**src/hdl/hll_divider.sv**
```systemverilog
// Restoring divider giving floor(num * 2^16 / den), one quotient bit per cycle.
module hll_divider (
  input  logic        clk,
  input  logic        rst,
  input  logic        start,
  input  logic [63:0] num,
  input  logic [63:0] den,
  output logic        busy,
  output logic [63:0] quot
);
  logic [79:0] dvd;
  logic [64:0] rem;
  logic [6:0]  cnt;
  logic [64:0] trial;

  assign trial = {rem[63:0], dvd[79]};

  // Shift one dividend bit into the remainder per cycle.
  always_ff @(posedge clk) begin
    if (rst) begin
      busy <= 1'b0;
    end else if (start) begin
      busy <= 1'b1;
      dvd  <= {num, 16'd0};
      rem  <= '0;
      quot <= '0;
      cnt  <= 7'd79;
    end else if (busy) begin
      dvd <= {dvd[78:0], 1'b0};
      if (trial >= {1'b0, den}) begin
        rem  <= trial - {1'b0, den};
        quot <= {quot[62:0], 1'b1};
      end else begin
        rem  <= trial;
        quot <= {quot[62:0], 1'b0};
      end
      if (cnt == 7'd0) busy <= 1'b0;
      else cnt <= cnt - 7'd1;
    end
  end
endmodule
```
**config.mk**
```make
export PLATFORM = sky130hd
export DESIGN_NAME = hll_divider
export DESIGN_NICKNAME = d
export VERILOG_FILES = /design/src/hdl/hll_divider.sv
export SDC_FILE = /design/constraint.sdc
export NUM_CORES = 1
export LEC_CHECK = 0
export ABC_AREA = 1
export BUFFER_PORTS_ARGS = -buffer_cell sky130_fd_sc_hd__buf_4
export CAP_MARGIN = 10
export CORE_UTILIZATION = 50
export DETAILED_ROUTE_END_ITERATION = 6
export PLACE_DENSITY = 0.73
export SLEW_MARGIN = 30
export SYNTH_ARGS = -nofsm -noshare
export SYNTH_HDL_FRONTEND = slang
export SYNTH_SLANG_ARGS = --single-unit
```
**constraint.sdc**
```tcl
create_clock -name clk -period 15.5 [get_ports clk]
set_input_delay 3.1 -clock clk [delete_from_list [all_inputs] [get_ports clk]]
set_output_delay 3.1 -clock clk [all_outputs]
set_load 0.01 [all_outputs]
```
==> results of run 1 <==
## routing by layer
layer | global-route usage, % | vias to the layer above | wire (um)
met5 | 0 | - | 0
met4 | 9.54 | 0 | 1180
met3 | 5.09 | 49 | 3200
met2 | 48.2 | 448 | 20800
met1 | 39.6 | 6506 | 20700
li1 | - | 7354 | -
## cell families (layout without fill, tap and decap cells)
| logic type | count (synthesis) | count (layout) | synth area share [%] |
|---|---|---|---|
| AND/OR/NAND/NOR | 1417 | 1417 | 37.4 |
| buffers and inverters | 569 | 755 | 14.6 |
| flip-flops | 200 | 200 | 38.7 |
| adder cells (fa/ha/maj) | 67 | 67 | 5.46 |
| AO/OA/AOI/OAI | 59 | 59 | 1.96 |
| XOR/XNOR | 32 | 32 | 1.81 |
## layout by cell type (no fill, tap or decap), drive strengths merged, types with 2 or more instances in the layout
cell / synthesis / layout
a21oi: 48 / 48
and2: 2 / 2
buf: 22 / 202
clkbuf: 26 / 18
clkinv: 5 / 9
edfxtp: 199 / 199
ha: 66 / 66
inv: 516 / 524
nand2: 952 / 952
nand3: 87 / 87
nand3b: 37 / 37
nand4: 15 / 15
nor2: 307 / 307
nor3: 11 / 11
nor4: 3 / 3
o21a: 2 / 2
o21ai: 9 / 9
or2: 2 / 2
xor2: 31 / 31
## stage by stage
stage          std cells  utilization (%)  cell area (um^2)  total power, W  setup slack (ps)
2_1_floorplan       2344                -             15500         0.00104              3020
3_3_place_gp        2894             56.4             17200         0.00118              9390
3_5_place_dp        2894             56.4             17200         0.00119              9300
4_1_cts             2926             58.3             17800         0.00165              9790
5_1_grt             2926             58.4             17800         0.00174              9630
6_report            2926             58.4             17800         0.00165              9910
## power breakdown
group | switching, W | internal [W] | leakage (nW) | total (W)
logic | 0.000343 | 0.000174 | 7.76 | 0.000517
registers | 0.0000198 | 0.000650 | 1.94 | 0.000669
clock network | 0.000230 | 0.000234 | 0.294 | 0.000464
total | 0.000592 | 0.00106 | 10.0 | 0.00165
## path summary, 6_finish.rpt
kind,to,startpoint,slack (ps),cells after the start
worst max-delay path,rem[33],den[37],9910,12
worst min-delay path,dvd[49],dvd[48],520,2
worst max register to register,rem[33],rem[46],12200,10
worst min register to register,dvd[49],dvd[48],520,2
## sequential cells by signal, indices dropped and copies added (netlist names)
| name | count |
|---|---|
| busy | 1 |
| cnt | 7 |
| dvd | 64 |
| quot | 64 |
| rem | 64 |
## cell type report
cell class                 count  share of cell area, %
clock buffer                  18                   2.47
clock inverter                14                  0.878
inverter                     521                   11.0
multi-input combinational   1575                   40.7
sequential                   200                   33.7
tap                          396                   2.78
timing repair buffer         202                   8.54
## worst reg2reg max path, stage by stage, from the launching register on
cell	delay, ps
edfxtp_1	420
ha_1	450
nand2_1	160
nor2_2	200
nand2_2	130
nor4_4	410
nand2_4	510
nand2_4	520
nand2_1	120
nand2_1	80
nor2_1	50
==> metrics.md, run 1 <==
| Metric | Value |
|---|---|
| Status | `finished, final reports clean` |
| Total grt overflow | `0` |
| TNS Setup | `0 ps` |
| Synth-to-layout area growth | `15.0%` |
| Required time of the critical path | `15,720 ps` |
| Max VDD drop | `0.0937 mV` |
| Critical Path Slowest Stage Cell | `nand2_4` |
| Num CTS Buffers | `17` |
| CP top delay family | `simple AND/OR/NAND/NOR gates` |
| Total GRT Usage | `29.5%` |
| Hold_ws | `516 ps` |
| Ant diodes | `0` |
| Share of cells above drive strength 1 | `10.9%` |
| Main synth FF type | `edfxtp_1` |
| Tmin final | `5590 ps` |
| LEAKAGE | `10.0 nW` |
| Cells after Synth | `2,344` |
| Max Clock Freq | `179 MHz` |
| Most frequent cell after synthesis | `nand2_1` |
| DRT iter0 DRCs | `1,078` |
| Drt first pass iters | `7` |
| Top cells by area, synth | `edfxtp_1, nand2_1, inv_1` |
| Remaining DRCs | `0` |
| CTS root buf | `clkbuf_16` |
| Warnings, synthesis | `0` |
| Syn Nets | `2,542` |
| CTS H-tree lvls | `4` |
| # rows | `64` |
| Top-area cell type share of the netlist area | `38.6%` |
| Final number of setup-violating endpoints | `0` |
| First-pass GRT wire length | `70,900 um` |
| RSZ-0062 raised after global routing | `no` |
| Power Density | `92.7 nW/um^2` |
| Slew headroom | `42.1%` |
| Crit path kind | `in2reg` |
| Synthesized area per cell | `6.61 um^2` |
| Final ANT Viol Nets | `0` |
| Height of the chip | `178 um` |
| Yosys top cell by area | `edfxtp_1` |
| # hold bufs at CTS | `0` |
| Critical path launch point type | `input pin` |
| Distinct cell type count after synthesis | `33` |
| DP Wirelength | `36,000 um` |
| Synth async-reset ratio | `0%` |
| Final worst-path cycle share | `36.1%` |
| Setup crit end kind | `flip-flop` |
| Largest net degree at the start of global routing | `86` |
| Clock Latency Late Sink | `460 ps` |
| Max cap viols | `0` |
| Post-CTS Resized | `0` |
| Crit-path max cell delay | `510 ps` |
| CTS tree | `done` |
| Clk slew on worst S/H paths | `80 ps` |
| TritonCTS Sinks | `200` |
| Die width | `178 um` |
| Final Net Count | `2,715` |
| FF+latch area | `6000 um^2` |
| EDFF count, synth | `199` |
| Post-synth top cells | `nand2_1, inv_1, nor2_1, edfxtp_1, nand3_1` |
| Top Ports | `196` |
| Flop and latch count out of synthesis | `200` |
| Number of hold violations in the final report | `0` |
| Worst slew pin tran | `868 ps` |
| CP Cell Sequence | `buf_4, inv_1, ha_1, nand2_1, nor2_1, nand2_2, nor4_4, nand2_4, nand2_4, nand2_1, nand2_1, nor2_1` |
| Final wirelength | `45,800 um` |
| CP most frequent cell | `nand2_1` |
| Routed len/inst | `15.7 um` |
| Via/cell ratio | `4.91` |
| Starting density of the core | `50.8%` |
| Buf+Inv Stages, Crit Path | `2` |
| Total vias in the final route | `14,357` |
| Die area | `31,700 um^2` |
| Seq/Total Area, Yosys | `38.7%` |
| Area of the mapped netlist | `15,500 um^2` |
| Worst min path class | `reg2reg` |
| # port buffers | `195` |
| Vias in the first global route | `13,482` |
| Core area | `30,500 um^2` |
| Initial antenna violation count | `0` |
| Fill cell count | `3,033` |
| Routability cong. | `1.00` |
| Count of pins over their slew limit | `0` |
| Final Skew | `10.2 ps` |
| Max Root-Sink Buffers | `2` |
| Area occupied by multi-input gates | `7240 um^2` |
| CP max FO | `52` |
| Critical path data arrival time | `5810 ps` |
| Post CTS Setup Buffer Count | `0` |
(Power assumes the default switching activity.)
==> run 2: changes to the inputs <==
- clock period: 15.5 -> 5.8 ns (I/O delays scaled with it)
==> metrics.md, run 2 (synthesized netlist as in run 1, its figures left out) <==
| Metric | Value |
|---|---|
| Die width | `178 um (unchanged)` |
| Post-CTS Resized | `0 (unchanged)` |
| Post CTS Setup Buffer Count | `0 (unchanged)` |
| Max VDD drop | `0.219 mV (+130%)` |
| Final worst-path cycle share | `63.6%` |
| Routed len/inst | `15.4 um (-1.4%)` |
| Placed Cells | `2,895 (+0.035%)` |
| Slew headroom | `47.8% (+5.7 points)` |
| # rows | `64 (unchanged)` |
| Die area | `31,700 um^2 (unchanged)` |
| CP Cell Sequence | `buf_4, inv_1, ha_1, nand2_1, nor2_1, nand2_2, nor4_4, nand2_4, nand2_4, nand2_1, nand2_1, nor2_1` |
| Critical Path Slowest Stage Cell | `nand2_4` |
| Worst min path class | `reg2reg` |
| Hold_ws | `518 ps (+1.98 ps)` |
| Routability cong. | `1.03 (+2.5%)` |
| Status | `finished, final reports clean` |
| # port buffers | `195 (unchanged)` |
| CP max FO | `52 (unchanged)` |
| Worst slew pin tran | `783 ps (-85.2 ps)` |
| Critical path launch point type | `input pin` |
| Share of cells above drive strength 1 | `10.7% (-0.16 points)` |
| Synth-to-layout area growth | `14.8%` |
| Crit-path max cell delay | `490 ps (-20 ps)` |
| TritonCTS Sinks | `200 (unchanged)` |
| Most common cell after layout, fill and taps aside | `nand2_1` |
| Core Util, Final | `58.3% (-0.078 points)` |
| Final Net Count | `2,716 (+0.037%)` |
| # hold bufs at CTS | `0 (unchanged)` |
| Max cap viols | `0 (unchanged)` |
| Max Clock Freq | `271 MHz` |
| CTS H-tree lvls | `4 (unchanged)` |
| Initial antenna violation count | `0 (unchanged)` |
| RSZ-0062 raised after global routing | `no` |
| Required time of the critical path | `6000 ps (-9720 ps)` |
| Vias in the first global route | `13,495 (+0.096%)` |
| LEAKAGE | `9.98 nW (-0.21%)` |
| Ant diodes | `0 (unchanged)` |
| Max Root-Sink Buffers | `2 (unchanged)` |
| Starting density of the core | `50.8% (unchanged)` |
| Setup crit end kind | `flip-flop` |
| Critical path data arrival time | `3890 ps (-1920 ps)` |
| Core area | `30,500 um^2 (unchanged)` |
| Crit path kind | `in2reg` |
| TNS Setup | `0 ps (unchanged)` |
| Setup ws final | `2110 ps (-7790 ps)` |
| Count of pins over their slew limit | `0 (unchanged)` |
| DP Wirelength | `35,800 um (-0.62%)` |
| Top Ports | `196 (unchanged)` |
| Biggest regs | `dvd: 64 flops, quot: 64 flops, rem: 64 flops` |
| Total vias in the final route | `14,396 (+0.27%)` |
| Number of hold violations in the final report | `0 (unchanged)` |
| Largest net degree at the start of global routing | `108 (+26%)` |
| DRT iter0 DRCs | `1,212 (+12%)` |
| Height of the chip | `178 um (unchanged)` |
| First-pass GRT wire length | `71,000 um (+0.17%)` |
| Layout Cells excl Fill | `2,927 (+0.034%)` |
| Final wirelength | `45,200 um (-1.4%)` |
| Total grt overflow | `0 (unchanged)` |
| Final number of setup-violating endpoints | `0 (unchanged)` |
| Most frequent cells in the layout | `nand2_1, inv_1, nor2_1` |
| CP most frequent cell | `nand2_1` |
| Power Density | `244 nW/um^2 (+160%)` |
| Drt first pass iters | `5 (-2)` |
| Final Skew | `20.3 ps (+10.1 ps)` |
| Total GRT Usage | `29.3% (-0.27 points)` |
| Clock Latency Late Sink | `460 ps (about the same)` |
| CP top delay family | `simple AND/OR/NAND/NOR gates` |
| Clk slew on worst S/H paths | `80 ps (about the same)` |
| Buf+Inv Stages, Crit Path | `2 (unchanged)` |
| Final ANT Viol Nets | `0 (unchanged)` |
| Via/cell ratio | `4.92 (+0.24%)` |
| CTS tree | `done` |
| R2R Setup Slk | `2480 ps (-9720 ps)` |
| Pre-CTS setup slack | `1690 ps (-7610 ps)` |
| Num CTS Buffers | `17 (unchanged)` |
| Tmin final | `3690 ps` |
| Remaining DRCs | `0 (unchanged)` |
| CTS root buf | `clkbuf_16` |
[run 2: cell type report]
type                            instances  area [um^2]
Fill cell                            2930        12700
Multi-Input combinational cell       1575         7240
Sequential cell                       200         6000
Inverter                              521         1960
Timing Repair Buffer                  203         1540
Tap cell                              396          495
Clock buffer                           20          437
Clock inverter                         12          116
[run 2: worst register-to-register path, stage by stage, from the launching register on]
cell,delay (ps)
edfxtp_1,410
ha_1,400
nand2_1,150
nor2_1,280
nand2_2,160
nor4_4,380
nand2_4,480
nand2_4,540
nand2_1,120
nand2_1,80
nor2_1,50
[run 2: routing by layer]
| layer | vias to the layer above | global-route usage, % | wire (um) |
|---|---|---|---|
| met5 | - | 0 | 0 |
| met4 | 0 | 8.83 | 1070 |
| met3 | 46 | 5.54 | 2880 |
| met2 | 428 | 46.9 | 20400 |
| met1 | 6559 | 39.9 | 20800 |
| li1 | 7363 | - | - |
[run 2: path summary, 6_finish.rpt]
| kind | start | endpoint | cells after the start |
|---|---|---|---|
| setup / recovery | den[40] | rem[47] | 12 |
| hold reg to reg | dvd[26] | dvd[27] | 2 |
| hold / removal | dvd[26] | dvd[27] | 2 |
| setup reg to reg | rem[39] | rem[47] | 10 |
[run 2: where the power goes]
part           switching (W)  total (W)  internal (W)
sequential         0.0000521    0.00179       0.00174
combinational       0.000909    0.00138      0.000466
clock               0.000600    0.00117      0.000567
[run 2: per-stage QoR]
stage	total power, W	area (um^2)
after floorplan	0.00275	15500
after global placement	0.00316	17200
after detailed placement	0.00317	17200
after CTS	0.00433	17800
after global routing	0.00458	17800
final	0.00433	17800
==> run 3: changes to the inputs <==
- clock period: 5.8 -> 3.5 ns (I/O delays scaled with it)
==> metrics.md, run 3 (synthesized netlist as in run 1, its figures left out) <==
| Metric | Value |
|---|---|
| Status | `finished, final reports clean` |
| Worst min path class | `in2reg` |
| Via/cell ratio | `4.93 (+0.34%)` |
| Final Skew | `13.5 ps (-6.88 ps)` |
| Critical path launch point type | `flip-flop` |
| CP max FO | `32 (-38%)` |
| FF+latch area | `6000 um^2 (unchanged)` |
| Post CTS Setup Buffer Count | `0 (unchanged)` |
| LEAKAGE | `10.0 nW (+0.71%)` |
| Share of cells above drive strength 1 | `11.2% (+0.44 points)` |
| Area occupied by multi-input gates | `7250 um^2 (+0.10%)` |
| Clock Latency Late Sink | `460 ps (about the same)` |
| Remaining DRCs | `0 (unchanged)` |
| Fill cell count | `2,964 (+1.2%)` |
| CTS tree | `done` |
| Crit-path max cell delay | `490 ps (about the same)` |
| # rows | `64 (unchanged)` |
| Most frequent cells in the layout | `nand2_1, inv_1, nor2_1` |
| Count of pins over their slew limit | `0 (unchanged)` |
| Most common cell after layout, fill and taps aside | `nand2_1` |
| Area after DPL | `17,300 um^2 (+0.61%)` |
| CP Cell Sequence | `ha_1, nand2_1, inv_1, nand2_1, nand2_1, inv_1, nand3_2, nand2_2, nand2_2, nand2_2, nand2_4, a21oi_4, buf_12, nor2_1, nor2_1` |
| Clk slew on worst S/H paths | `80 ps (about the same)` |
| Max Root-Sink Buffers | `2 (unchanged)` |
| Setup crit end kind | `flip-flop` |
| Worst R2R End | `rem[14]` |
| Max VDD drop | `0.400 mV (+83%)` |
| First-pass GRT wire length | `72,300 um (+1.8%)` |
| Hold_ws | `505 ps (-13.0 ps)` |
| Final worst-path cycle share | `89.1%` |
| Biggest regs | `dvd: 64 flops, quot: 64 flops, rem: 64 flops` |
| DP Wirelength | `36,900 um (+3.2%)` |
| Die width | `178 um (unchanged)` |
| Num CTS Buffers | `17 (unchanged)` |
| Critical path data arrival time | `3420 ps (-470 ps)` |
| DRT iter0 DRCs | `1,014 (-16%)` |
| Ant diodes | `0 (unchanged)` |
| Crit path kind | `reg2reg` |
| Routed len/inst | `15.8 um (+2.5%)` |
| Required time of the critical path | `3800 ps (-2200 ps)` |
| Final ANT Viol Nets | `0 (unchanged)` |
| RSZ-0062 raised after global routing | `no` |
| Core Util, Final | `58.7% (+0.43 points)` |
| CTS root buf | `clkbuf_16` |
| CTS H-tree lvls | `4 (unchanged)` |
| Critical Path Slowest Stage Cell | `a21oi_4` |
| Hold Path Origin | `num[0]` |
| Total GRT Usage | `30.0% (+0.76 points)` |
| Final number of setup-violating endpoints | `0 (unchanged)` |
| # hold bufs at CTS | `0 (unchanged)` |
| Worst slew pin tran | `940 ps (+157 ps)` |
| Worst Hold Path EP | `dvd[16]` |
| Largest net degree at the start of global routing | `129 (+19%)` |
| Final Cell Area | `17,900 um^2 (+0.73%)` |
| Die area | `31,700 um^2 (unchanged)` |
| Max cap viols | `0 (unchanged)` |
| WHS Path Cells | `3 (+1)` |
| Total grt overflow | `0 (unchanged)` |
| Crit Reg-Reg Startpoint | `rem[6]` |
| Drt first pass iters | `5 (unchanged)` |
| Starting density of the core | `50.8% (unchanged)` |
| Final Net Count | `2,724 (+0.29%)` |
| Routability cong. | `0.998 (-2.9%)` |
| Max Clock Freq | `321 MHz` |
| Total vias in the final route | `14,484 (+0.61%)` |
| R2R Setup Slk | `380 ps (-2100 ps)` |
| Power Density | `408 nW/um^2 (+68%)` |
| Top Ports | `196 (unchanged)` |
| Initial antenna violation count | `0 (unchanged)` |
| TritonCTS Sinks | `200 (unchanged)` |
| Vias in the first global route | `13,675 (+1.3%)` |
| Post-CTS Resized | `0 (unchanged)` |
| Number of hold violations in the final report | `0 (unchanged)` |
| Core area | `30,500 um^2 (unchanged)` |
| Height of the chip | `178 um (unchanged)` |
| Final wirelength | `46,500 um (+2.8%)` |
| # port buffers | `195 (unchanged)` |
| R2R cell count | `15 (+5)` |
| Slew headroom | `37.3% (-10 points)` |
| Tmin final | `3120 ps` |
| Synth-to-layout area growth | `15.6%` |
## run 3: worst max-delay path: cells and delay by family, from the launching register on
family | cells | cell delay (ps)
simple gates | 10 | 1230
buf+inv | 3 | 420
compound gates | 1 | 490
fa+ha+maj | 1 | 360
flops | 1 | 420
## run 3: power breakdown
part	internal (W)	switching, W
combinational	0.000791	0.00153
sequential	0.00288	0.0000859
clock	0.00103	0.00100
total	0.00469	0.00262
## run 3: per-stage QoR
step / setup slack, ps / std cells / power (W) / setup TNS (ps)
after CTS: 451 / 2935 / 0.00733 / 0
after global routing: 243 / 2935 / 0.00772 / 0
after floorplan: -942 / 2344 / 0.00456 / -129730
final: 382 / 2935 / 0.00731 / 0
after detailed placement: 79.0 / 2903 / 0.00531 / 0
after global placement: 109 / 2903 / 0.00528 / 0
## run 3: worst max path at each step
stage,startpoint,to,slack (ps),cells after the start
finish,rem[6],rem[14],380,15
global route,rem[6],rem[8],240,15
CTS,rem[6],rem[12],450,15
detailed placement,den[7],rem[12],80,17
global placement,den[7],rem[14],110,17
floorplan,start,cnt[0],-940,4
## run 3: cell type report
cell class | instances | area share [%]
Sequential cell | 200 | 33.5
Clock inverter | 12 | 0.747
Tap cell | 396 | 2.77
Multi-Input combinational cell | 1575 | 40.5
Inverter | 521 | 10.9
Clock buffer | 20 | 2.49
Timing Repair Buffer | 211 | 9.12
## run 3: layer usage
metal / global-route usage (%) / wire [um]
met3: 5.97 / 3330
met2: 47.2 / 20500
met4: 11.6 / 1650
met1: 40.6 / 21000
met5: 0 / 0
